$ cat src/hdl/cmtxs_pkg.sv
// Shared types and constants of the CAN message transmit scheduler.
// Used by the entry memory, the entry unit and the top level; no dependencies.
`timescale 1ns / 1ps

package cmtxs_pkg;

    localparam int DEFAULT_MAX_ENTRIES  = 32;
    localparam int DEFAULT_NUM_CHANNELS = 4;

    localparam int ID_W    = 29;
    localparam int CD_W    = 16;
    localparam int ENT_W   = 5;
    localparam int PHASE_W = 3;
    localparam int MAX_CH  = 4;

    localparam int IN_TDATA_W  = 64;
    localparam int OUT_TDATA_W = 48;
    localparam int APB_AW      = 3;
    localparam int APB_DW      = 32;
    localparam int CNT_CFG_W   = 6;
    localparam int ACT_CFG_W   = 4;

    typedef enum logic [1:0] {
        OP_REGISTER = 2'd0,
        OP_START    = 2'd1,
        OP_TICK     = 2'd2,
        OP_PASS     = 2'd3
    } t_opcode;

    localparam logic [1:0] KIND_CYCLIC   = 2'd0;
    localparam logic [1:0] KIND_ON_START = 2'd1;

    typedef struct packed {
        logic       ext;
        logic [1:0] ch;
        logic       en;
        logic [1:0] kind;
    } t_attr;

    typedef struct packed {
        t_attr            attr;
        logic [ID_W-1:0]  id;
        logic [CD_W-1:0]  period;
        logic [CD_W-1:0]  countdown;
    } t_entry;

    typedef struct packed {
        logic            wr_en;
        logic [CD_W-1:0] countdown;
        logic            set_pend;
        logic            take;
    } t_unit_res;

endpackage

$ cat src/hdl/cmtxs_entry_ram.sv
// Message table memory: one write port, one registered read port.
// Depends on cmtxs_pkg for the entry layout.
`timescale 1ns / 1ps

module cmtxs_entry_ram #(
    parameter int DEPTH = cmtxs_pkg::DEFAULT_MAX_ENTRIES
) (
    input  logic                                   i_clk,
    input  logic                                   i_we,
    input  logic [((DEPTH > 1) ? $clog2(DEPTH) : 1)-1:0] i_waddr,
    input  cmtxs_pkg::t_entry                      i_wdata,
    input  logic [((DEPTH > 1) ? $clog2(DEPTH) : 1)-1:0] i_raddr,
    output cmtxs_pkg::t_entry                      o_rdata
);

    cmtxs_pkg::t_entry r_mem [DEPTH];
    cmtxs_pkg::t_entry r_rdata;

    always_ff @(posedge i_clk) begin
        if (i_we) begin
            r_mem[i_waddr] <= i_wdata;
        end
        r_rdata <= r_mem[i_raddr];
    end

    assign o_rdata = r_rdata;

endmodule

$ cat src/hdl/cmtxs_entry_unit.sv
// Shared per-entry unit: tick countdown, on-start trigger and channel take decision.
// Depends on cmtxs_pkg for opcodes, entry layout and result struct.
`timescale 1ns / 1ps

module cmtxs_entry_unit (
    input  cmtxs_pkg::t_opcode             i_op,
    input  cmtxs_pkg::t_entry              i_entry,
    input  logic                           i_pend,
    input  logic [cmtxs_pkg::MAX_CH-1:0]   i_cap,
    output cmtxs_pkg::t_unit_res           o_res
);

    logic [cmtxs_pkg::CD_W-1:0] dec;

    always_comb begin
        dec             = i_entry.countdown - cmtxs_pkg::CD_W'(1);
        o_res           = '0;
        o_res.countdown = i_entry.countdown;
        unique case (i_op)
            cmtxs_pkg::OP_REGISTER: begin
                o_res.wr_en = 1'b0;
            end
            cmtxs_pkg::OP_START: begin
                o_res.set_pend = i_entry.attr.en &&
                                 (i_entry.attr.kind == cmtxs_pkg::KIND_ON_START);
            end
            cmtxs_pkg::OP_TICK: begin
                if (i_entry.attr.en && (i_entry.attr.kind == cmtxs_pkg::KIND_CYCLIC)) begin
                    o_res.wr_en = 1'b1;
                    if (dec == '0) begin
                        o_res.countdown = i_entry.period;
                        o_res.set_pend  = 1'b1;
                    end else begin
                        o_res.countdown = dec;
                    end
                end
            end
            cmtxs_pkg::OP_PASS: begin
                o_res.take = i_pend && i_cap[i_entry.attr.ch];
            end
            default: begin
                o_res.wr_en = 1'b0;
            end
        endcase
    end

endmodule

$ cat src/hdl/can_message_tx_scheduler_core.sv
// CAN message transmit scheduler top level: APB registers, sequencer, channel phases.
// Depends on cmtxs_pkg, cmtxs_entry_ram and cmtxs_entry_unit.
//
// Each input transfer carries an opcode in tuser: register an entry, trigger on-start
// entries, apply a 1 ms tick, or run one pass over the active channels. A register
// request goes straight to the acknowledgement state, which holds tready low until
// the result register takes its acknowledgement. Trigger, tick and pass walk the table
// once through the single read port of the entry memory and the shared entry unit,
// one entry per cycle, over the first min(message_count, MAX_ENTRIES) entries. A pass
// with an active channel then steps the channels from channel 0 up to the highest
// active one, one per cycle unless the result side stalls an active channel, with one
// result per active channel; trigger, tick and a pass with no active channel finish
// with one acknowledgement. tready is low while an item is in work, and stalls on the
// result side keep it low longer. No clearing pass.
`timescale 1ns / 1ps

module can_message_tx_scheduler_core #(
    parameter int MAX_ENTRIES  = cmtxs_pkg::DEFAULT_MAX_ENTRIES,
    parameter int NUM_CHANNELS = cmtxs_pkg::DEFAULT_NUM_CHANNELS
) (
    input  logic                                i_clk,
    input  logic                                i_rst_n,
    input  logic                                psel,
    input  logic                                penable,
    input  logic                                pwrite,
    input  logic [cmtxs_pkg::APB_AW-1:0]        paddr,
    input  logic [cmtxs_pkg::APB_DW-1:0]        pwdata,
    output logic [cmtxs_pkg::APB_DW-1:0]        prdata,
    output logic                                pready,
    input  logic                                s_axis_tvalid,
    output logic                                s_axis_tready,
    // entry_index, message_id, extended_id, target_channel, enable, message_kind,
    // interval_ms, busy_mask, zero fill
    input  logic [cmtxs_pkg::IN_TDATA_W-1:0]    s_axis_tdata,
    // opcode
    input  logic [1:0]                          s_axis_tuser,
    output logic                                m_axis_tvalid,
    input  logic                                m_axis_tready,
    // channel_index, channel_phase, send_now, sent_entry, sent_id, sent_extended,
    // zero fill
    output logic [cmtxs_pkg::OUT_TDATA_W-1:0]   m_axis_tdata,
    output logic                                m_axis_tlast
);

    localparam int IW  = (MAX_ENTRIES > 1) ? $clog2(MAX_ENTRIES) : 1;
    localparam int CW  = $clog2(MAX_ENTRIES + 1);
    localparam int NCH = (NUM_CHANNELS < cmtxs_pkg::MAX_CH) ? NUM_CHANNELS : cmtxs_pkg::MAX_CH;
    localparam int CHW = (NCH > 1) ? $clog2(NCH) : 1;
    localparam int PAD_W = cmtxs_pkg::OUT_TDATA_W - 2 - cmtxs_pkg::PHASE_W - 1
                           - cmtxs_pkg::ENT_W - cmtxs_pkg::ID_W - 1;

    localparam logic REG_MSG_COUNT = 1'b0;
    localparam logic REG_ACTIVE    = 1'b1;

    localparam logic [cmtxs_pkg::PHASE_W-1:0] PH_IDLE     = 3'd0;
    localparam logic [cmtxs_pkg::PHASE_W-1:0] PH_SEND     = 3'd1;
    localparam logic [cmtxs_pkg::PHASE_W-1:0] PH_WAIT     = 3'd2;
    localparam logic [cmtxs_pkg::PHASE_W-1:0] PH_COMPLETE = 3'd3;
    localparam logic [cmtxs_pkg::PHASE_W-1:0] PH_DONE     = 3'd4;

    typedef enum logic [3:0] {
        SQ_IDLE = 4'b0001,
        SQ_SCAN = 4'b0010,
        SQ_CHAN = 4'b0100,
        SQ_ACK  = 4'b1000
    } t_seq;

    typedef enum logic [4:0] {
        ST_IDLE     = 5'b00001,
        ST_SEND     = 5'b00010,
        ST_WAIT     = 5'b00100,
        ST_COMPLETE = 5'b01000,
        ST_DONE     = 5'b10000
    } t_phase;

    function automatic logic [cmtxs_pkg::PHASE_W-1:0] phase_code(input t_phase p);
        logic [cmtxs_pkg::PHASE_W-1:0] c;
        unique case (p)
            ST_IDLE:     c = PH_IDLE;
            ST_SEND:     c = PH_SEND;
            ST_WAIT:     c = PH_WAIT;
            ST_COMPLETE: c = PH_COMPLETE;
            ST_DONE:     c = PH_DONE;
            default:     c = PH_IDLE;
        endcase
        return c;
    endfunction

    // configuration
    logic [cmtxs_pkg::CNT_CFG_W-1:0] r_msg_count;
    logic [cmtxs_pkg::ACT_CFG_W-1:0] r_active;
    logic                            cfg_wr;
    logic [CW-1:0]                   used_n;

    // input fields
    logic [4:0]                  in_entry_index;
    logic [cmtxs_pkg::ID_W-1:0]  in_message_id;
    logic                        in_extended_id;
    logic [1:0]                  in_target_channel;
    logic                        in_enable;
    logic [1:0]                  in_message_kind;
    logic [cmtxs_pkg::CD_W-1:0]  in_interval_ms;
    logic [3:0]                  in_busy_mask;
    cmtxs_pkg::t_opcode          in_op;
    logic                        accept;
    logic                        reg_hit;

    // sequencer
    t_seq                 r_state;
    t_seq                 n_state;
    cmtxs_pkg::t_opcode   r_op;
    logic [3:0]           r_busy;
    logic [CW-1:0]        r_idx;
    logic                 r_p_vld;
    logic [IW-1:0]        r_p_idx;
    logic                 issue;
    logic                 scan_done;

    // table
    logic                  mem_we;
    logic [IW-1:0]         mem_waddr;
    cmtxs_pkg::t_entry     mem_wdata;
    cmtxs_pkg::t_entry     p_entry;
    logic                  r_pend [MAX_ENTRIES];
    logic                  p_pend;
    cmtxs_pkg::t_unit_res  u_res;
    logic [cmtxs_pkg::MAX_CH-1:0] cap;

    // channels
    t_phase                      r_phase        [NCH];
    logic [cmtxs_pkg::ENT_W-1:0] r_held_entry   [NCH];
    logic [cmtxs_pkg::ID_W-1:0]  r_held_id      [NCH];
    logic                        r_held_ext     [NCH];
    logic [cmtxs_pkg::MAX_CH-1:0] r_found;
    logic [CHW-1:0]              r_ch;
    logic                        ch_act;
    logic                        higher;
    logic                        snd;
    t_phase                      nxt;

    // result register
    logic                               r_out_vld;
    logic [cmtxs_pkg::OUT_TDATA_W-1:0]  r_out_data;
    logic                               r_out_last;
    logic                               out_free;
    logic                               out_load;
    logic [cmtxs_pkg::OUT_TDATA_W-1:0]  out_data;
    logic                               out_last;

    // configuration port
    assign pready = 1'b1;
    assign cfg_wr = psel && penable && pwrite && pready;

    always_comb begin
        unique case (paddr[2])
            REG_MSG_COUNT: prdata = {{(cmtxs_pkg::APB_DW - cmtxs_pkg::CNT_CFG_W){1'b0}},
                                     r_msg_count};
            REG_ACTIVE:    prdata = {{(cmtxs_pkg::APB_DW - cmtxs_pkg::ACT_CFG_W){1'b0}},
                                     r_active};
            default:       prdata = '0;
        endcase
    end

    always_comb begin
        if (32'(r_msg_count) >= MAX_ENTRIES) begin
            used_n = CW'(MAX_ENTRIES);
        end else begin
            used_n = CW'(r_msg_count);
        end
    end

    // input unpack
    assign in_entry_index    = s_axis_tdata[4:0];
    assign in_message_id     = s_axis_tdata[33:5];
    assign in_extended_id    = s_axis_tdata[34];
    assign in_target_channel = s_axis_tdata[36:35];
    assign in_enable         = s_axis_tdata[37];
    assign in_message_kind   = s_axis_tdata[39:38];
    assign in_interval_ms    = s_axis_tdata[55:40];
    assign in_busy_mask      = s_axis_tdata[59:56];
    assign in_op             = cmtxs_pkg::t_opcode'(s_axis_tuser);

    assign s_axis_tready = (r_state == SQ_IDLE);
    assign accept        = s_axis_tvalid && s_axis_tready;
    assign reg_hit       = (32'(in_entry_index) < 32'(used_n));

    // table walk
    assign issue     = (r_state == SQ_SCAN) && (r_idx < used_n);
    assign scan_done = (r_state == SQ_SCAN) && !issue && !r_p_vld;
    assign p_pend    = r_pend[r_p_idx];

    always_comb begin
        cap = '0;
        for (int k = 0; k < NCH; k++) begin
            cap[k] = r_active[k] && (r_phase[CHW'(k)] == ST_IDLE) && !r_found[k];
        end
    end

    cmtxs_entry_unit u_unit (
        .i_op    (r_op),
        .i_entry (p_entry),
        .i_pend  (p_pend),
        .i_cap   (cap),
        .o_res   (u_res)
    );

    always_comb begin
        mem_we    = 1'b0;
        mem_waddr = IW'(in_entry_index);
        mem_wdata = p_entry;
        if (r_p_vld) begin
            mem_we              = u_res.wr_en;
            mem_waddr           = r_p_idx;
            mem_wdata.countdown = u_res.countdown;
        end else begin
            mem_we                = accept && (in_op == cmtxs_pkg::OP_REGISTER) && reg_hit;
            mem_wdata.attr.ext    = in_extended_id;
            mem_wdata.attr.ch     = in_target_channel;
            mem_wdata.attr.en     = in_enable;
            mem_wdata.attr.kind   = in_message_kind;
            mem_wdata.id          = in_message_id;
            mem_wdata.period      = in_interval_ms;
            mem_wdata.countdown   = in_interval_ms;
        end
    end

    cmtxs_entry_ram #(
        .DEPTH (MAX_ENTRIES)
    ) u_ram (
        .i_clk   (i_clk),
        .i_we    (mem_we),
        .i_waddr (mem_waddr),
        .i_wdata (mem_wdata),
        .i_raddr (r_idx[IW-1:0]),
        .o_rdata (p_entry)
    );

    // channel step
    assign out_free = !r_out_vld || m_axis_tready;
    assign ch_act   = r_active[2'(r_ch)];

    always_comb begin
        higher = 1'b0;
        for (int k = 0; k < NCH; k++) begin
            if ((k > int'(r_ch)) && r_active[k]) begin
                higher = 1'b1;
            end
        end
    end

    always_comb begin
        snd = 1'b0;
        unique case (r_phase[r_ch])
            ST_IDLE:     nxt = r_found[2'(r_ch)] ? ST_SEND : ST_IDLE;
            ST_SEND: begin
                nxt = ST_WAIT;
                snd = 1'b1;
            end
            ST_WAIT:     nxt = r_busy[2'(r_ch)] ? ST_WAIT : ST_COMPLETE;
            ST_COMPLETE: nxt = ST_DONE;
            ST_DONE:     nxt = ST_IDLE;
            default:     nxt = ST_IDLE;
        endcase
    end

    always_comb begin
        out_load = 1'b0;
        out_data = '0;
        out_last = 1'b1;
        if (r_state == SQ_ACK) begin
            out_load = out_free;
        end else if (r_state == SQ_CHAN) begin
            out_load = ch_act && out_free;
            out_last = !higher;
            if (snd) begin
                out_data = {{PAD_W{1'b0}}, r_held_ext[r_ch], r_held_id[r_ch],
                            r_held_entry[r_ch], 1'b1, phase_code(nxt), 2'(r_ch)};
            end else begin
                out_data = {{PAD_W{1'b0}}, 1'b0, {cmtxs_pkg::ID_W{1'b0}},
                            {cmtxs_pkg::ENT_W{1'b0}}, 1'b0, phase_code(nxt), 2'(r_ch)};
            end
        end
    end

    always_comb begin
        n_state = r_state;
        unique case (r_state)
            SQ_IDLE: begin
                if (accept) begin
                    n_state = (in_op == cmtxs_pkg::OP_REGISTER) ? SQ_ACK : SQ_SCAN;
                end
            end
            SQ_SCAN: begin
                if (scan_done) begin
                    n_state = ((r_op == cmtxs_pkg::OP_PASS) && (|r_active[NCH-1:0]))
                              ? SQ_CHAN : SQ_ACK;
                end
            end
            SQ_CHAN: begin
                if (ch_act && out_free && !higher) begin
                    n_state = SQ_IDLE;
                end
            end
            SQ_ACK: begin
                if (out_free) begin
                    n_state = SQ_IDLE;
                end
            end
            default: n_state = SQ_IDLE;
        endcase
    end

    always_ff @(posedge i_clk) begin
        if (!i_rst_n) begin
            r_msg_count <= '0;
            r_active    <= '0;
            r_state     <= SQ_IDLE;
            r_idx       <= '0;
            r_p_vld     <= 1'b0;
            r_found     <= '0;
            r_ch        <= '0;
            r_out_vld   <= 1'b0;
            for (int k = 0; k < NCH; k++) begin
                r_phase[k] <= ST_IDLE;
            end
        end else begin
            if (cfg_wr) begin
                unique case (paddr[2])
                    REG_MSG_COUNT: r_msg_count <= pwdata[cmtxs_pkg::CNT_CFG_W-1:0];
                    REG_ACTIVE:    r_active    <= pwdata[cmtxs_pkg::ACT_CFG_W-1:0];
                    default:       r_active    <= r_active;
                endcase
            end
            r_state <= n_state;
            r_p_vld <= issue;
            if (accept) begin
                r_idx   <= '0;
                r_found <= '0;
            end else begin
                if (issue) begin
                    r_idx <= r_idx + CW'(1);
                end
                if (r_p_vld && u_res.take) begin
                    r_found[p_entry.attr.ch] <= 1'b1;
                end
            end
            if (scan_done) begin
                r_ch <= '0;
            end else if ((r_state == SQ_CHAN) && (!ch_act || out_free)) begin
                r_ch <= r_ch + CHW'(1);
            end
            if ((r_state == SQ_CHAN) && ch_act && out_free) begin
                r_phase[r_ch] <= nxt;
            end
            if (out_load) begin
                r_out_vld <= 1'b1;
            end else if (m_axis_tready) begin
                r_out_vld <= 1'b0;
            end
        end
    end

    always_ff @(posedge i_clk) begin
        if (!i_rst_n) begin
            for (int k = 0; k < MAX_ENTRIES; k++) begin
                r_pend[k] <= 1'b0;
            end
        end else begin
            if (accept && (in_op == cmtxs_pkg::OP_REGISTER) && reg_hit) begin
                r_pend[IW'(in_entry_index)] <= 1'b0;
            end
            if (r_p_vld && u_res.set_pend) begin
                r_pend[r_p_idx] <= 1'b1;
            end
            if (r_p_vld && u_res.take) begin
                r_pend[r_p_idx] <= 1'b0;
            end
        end
    end

    always_ff @(posedge i_clk) begin
        if (accept) begin
            r_op   <= in_op;
            r_busy <= in_busy_mask;
        end
        r_p_idx <= r_idx[IW-1:0];
        if (r_p_vld && u_res.take) begin
            r_held_entry[CHW'(p_entry.attr.ch)] <= cmtxs_pkg::ENT_W'(r_p_idx);
            r_held_id[CHW'(p_entry.attr.ch)]    <= p_entry.id;
            r_held_ext[CHW'(p_entry.attr.ch)]   <= p_entry.attr.ext;
        end
        if (out_load) begin
            r_out_data <= out_data;
            r_out_last <= out_last;
        end
    end

    assign m_axis_tvalid = r_out_vld;
    assign m_axis_tdata  = r_out_data;
    assign m_axis_tlast  = r_out_last;

`ifndef SYNTH
    a_take_active: assert property (@(posedge i_clk) disable iff (!i_rst_n)
        (r_p_vld && u_res.take) |-> r_active[p_entry.attr.ch])
        else $error("entry taken by an inactive channel");

    a_nonlast_pass: assert property (@(posedge i_clk) disable iff (!i_rst_n)
        (m_axis_tvalid && !m_axis_tlast) |-> (r_op == cmtxs_pkg::OP_PASS))
        else $error("non-final result outside a channel pass");

    a_send_wait: assert property (@(posedge i_clk) disable iff (!i_rst_n)
        (m_axis_tvalid && m_axis_tdata[5]) |-> (m_axis_tdata[4:2] == PH_WAIT))
        else $error("send result not followed by wait phase");

    a_busy_after_accept: assert property (@(posedge i_clk) disable iff (!i_rst_n)
        (s_axis_tvalid && s_axis_tready) |=> !s_axis_tready)
        else $error("input accepted while item in work");
`endif

endmodule

$ cat config.mk
export PLATFORM = sky130hd
export DESIGN_NAME = can_message_tx_scheduler_core
export DESIGN_NICKNAME = d
export VERILOG_FILES = /design/src/hdl/cmtxs_pkg.sv /design/src/hdl/cmtxs_entry_ram.sv /design/src/hdl/cmtxs_entry_unit.sv /design/src/hdl/can_message_tx_scheduler_core.sv
export SDC_FILE = /design/constraint.sdc
export NUM_CORES = 2
export LEC_CHECK = 0
export BUFFER_PORTS_ARGS = -buffer_cell sky130_fd_sc_hd__buf_2
export CAP_MARGIN = 10
export CORE_ASPECT_RATIO = 1.1
export CORE_MARGIN = 10
export CORE_UTILIZATION = 45
export CTS_CLUSTER_DIAMETER = 200
export DETAILED_ROUTE_END_ITERATION = 8
export PLACE_DENSITY_LB_ADDON = 0.2
export SLEW_MARGIN = 20
export SYNTH_ARGS = -nofsm -noshare
export SYNTH_HDL_FRONTEND = slang
export SYNTH_SLANG_ARGS = --single-unit
$ cat constraint.sdc
create_clock -name i_clk -period 6.1 [get_ports i_clk]
set_input_delay 1.22 -clock i_clk [delete_from_list [all_inputs] [get_ports i_clk]]
set_output_delay 1.22 -clock i_clk [all_outputs]
set_load 0.01 [all_outputs]
==> impl_results.md <==
- Total iterations of the first detailed-routing run: 7
- H-tree depth: 4
- RSZ-0062 raised after global routing: no
- FF/Latch Area: 73300 um^2
- Max_cap viols: 0
- Routed vias: 44600
- Synth unique cells: 75
- Grt ovf: 0
- GRT met3 Usage: 3.12%
- Routed len/inst: 30.3 um
- CTS tree: built
- Synth Cell Area: 96000 um^2
- Setup TNS: 0 ns
- DIE HEIGHT: 504 um
- Final setup fails: 0
- Syn Inst Count: around 4200
- Cell taking the most area after synthesis: edfxtp_1
- Worst Max-Slew Pin Slew: 1.13 ns
- CTS clk-pin slew, worst paths: 0.06 ns
- Share of cells above drive strength 1: 32.3%
- Max IR drop VDD: 0.289 mV
- IO Count: 192
- Power Total: 0.0339 W
- First-pass GRT wire length: 331000 um
- Status: finished, final reports clean
- CP arrival: between 4 and 5 ns
- Nature of the critical path startpoint: flip-flop
- Slew HR: 24.6%
- # DRC: 0
- Hpwl dp: 125000 um
- Fin Hold WS: 0.475 ns
- # nets final: between 4000 and 5000
- Root buffer cell: clkbuf_16
- Post-synth EDFFs: 2352
- GRT Total Usage: between 10% and 20%
- Largest net degree at the start of global routing: 110
- Total CTS buffers: 241
- Vias in the first global route: 45600
- Path type of the worst min-delay path: reg2reg
- Worst skew pair latency: roughly 0.9 ns
- PwrDens: 311 nW/um^2
- GP Congestion: 0.768
- Met2 GRT Util: a little under a third
- Multi-input gate area: approximately 22000 um^2
- Post-Synthesis Mean Instance Area: around 23 um^2
- Flops & latches, synth: 2486
- # hold bufs at CTS: 0
- Via density: 5.96
- Main synth FF type: edfxtp_1
- Initial Util: a little under half
- Count of input and output buffers: roughly 130
- Maximum fanout along the worst path: 21
- Die X: around 460 um
- Asr flop ratio synth: 0%
- Period minus WS final: 3.98 ns
- Detailed Route Iter0 Violations: between 4000 and 5000
- Skew final: between 0.06 and 0.07 ns
- Crit end category: flip-flop
- Die area: 232000 um^2
- Rows: 177
- Top cells by area, synth: edfxtp_1, mux4_2, dfxtp_1, mux2_2, clkbuf_1
- LEAKAGE: between 30 and 40 nW
- Post-CTS sizing: 0
- Clock Path Buffers: 3
- Synth top area share: about 74%
- Initial antenna violation count: 9
- CTS sink count: 2486
- ANT nets after route: 0
- Syn-to-layout area delta: 13.3%
- Global route hottest layer: met2
- Setup repair bufs after CTS: 0
- Final Hold Vio Count: 0
- Grt met1 use: 28.2%
- Sequential share of the synthesized area: 76.4%
- FMAX: 0.251 GHz
- Final slew viol count: 0
- FILL cells: roughly 16000
- Syn. warnings: 0
- WP data required: 6.64 ns
- Routed WL: roughly 230000 um
- Final worst-path cycle share: between 60 and 70%
- Critical path type: reg2reg
- Core Area: between 200000 and 250000 um^2
[power by group]
part	total (W)	switching (W)	leakage, nW	internal [W]
Sequential	0.0187	0.0000230	22.2	0.0187
Clock	0.0146	0.00631	3.78	0.00833
Combinational	0.000510	0.000392	6.86	0.000118
Total	0.0339	0.00672	32.9	0.0271
[metrics by stage]
stage	utilization [%]	cell area, um^2	std cells	setup WS (ns)
after floorplan	-	96100	4280	0.172
after global placement	47.6	101000	7028	1.64
after detailed placement	47.6	101000	7028	1.65
after CTS	51.3	109000	7480	2.13
after global routing	51.3	109000	7481	1.89
final	51.3	109000	7484	2.12
[worst max-delay path: stages (launching register included)]
cell and delay (ns):
dfxtp_1 0.37, clkinv_1 0.26, nand2_1 0.19, ha_1 0.26
a21oi_1 0.11, o21ai_0 0.09, a21o_1 0.21, a31oi_2 0.51
a21oi_2 0.41, nor2_4 0.83, buf_12 0.31
[cells in the final DEF, fill, tap and decap left out, types with 14 or more instances in the layout]
cell type	synthesis	layout
a21oi_1	74	68
a31oi_1	47	44
and3_1	39	39
buf_12	0	51
buf_2	67	125
buf_4	35	66
bufinv_16	0	18
clkbuf_1	139	84
clkbuf_16	0	245
clkbuf_8	0	14
clkinv_1	3	35
clkinv_2	0	37
conb_1	2	34
dfxtp_1	134	126
edfxtp_1	2352	2352
ha_1	18	18
mux2_2	127	127
mux2i_1	18	18
mux4_2	718	718
nand2_1	80	80
nand3_1	23	23
nor2_1	123	89
nor2_4	0	34
nor3_1	31	31
o21ai_0	22	22
[worst paths after layout]
kind              depth (start not counted)  slack [ns]           start                 to
hold / removal                            2        0.48      r_found[3]         r_found[3]
hold reg to reg                           2        0.48      r_found[3]         r_found[3]
setup / recovery                         10        2.12  r_msg_count[5]  u_ram.r_mem[0][2]
setup reg to reg                         10        2.12  r_msg_count[5]  u_ram.r_mem[0][2]
[cells by family after synthesis]
family / synth area share (%)
flops: 76.4
mux: 18.5
compound gates: 1.31
fa+ha+maj: 0.235
simple gates: 2.11
xor+xnor: 0.0821
other cells: 0.00782
buf+inv: 1.35
[synth_stat cells (all sizes together) (12+ instances only)]
cell type,count
edfxtp,2352
mux4,718
clkbuf,139
dfxtp,134
buf,129
mux2,127
nor2,126
nand2,80
a21oi,75
a31oi,47
and3,39
nor3,34
nand3,23
o21ai,23
ha,18
mux2i,18
nand2b,12
nor2b,12
[area by class of cell]
class,count,area share [%]
clock inverters,109,1.06
multi-input cells,1512,20.2
well taps,2774,3.19
flip-flops and latches,2486,67.4
inverters,14,0.0483
clock buffers,343,6.11
diodes,4,0.00921
repair buffers,242,1.97
[registers in the layout (all words and copies together), names as in the netlist, 20 cells and up, named ones only]
signal / flops
m_axis_tdata: 41
u_ram.o_rdata: 67
r_phase: 20
r_held_entry: 20
r_pend: 32
r_held_id: 116
u_ram.r_mem: 2144
[per-layer routing]
metal,vias to the layer above,part of all wire [%]
met2,1450,49
li1,18400,-
met3,279,6.1
met5,-,0.0093
met4,4,1.8
met1,24400,43
Note: power is estimated with default switching activity, not from simulation.
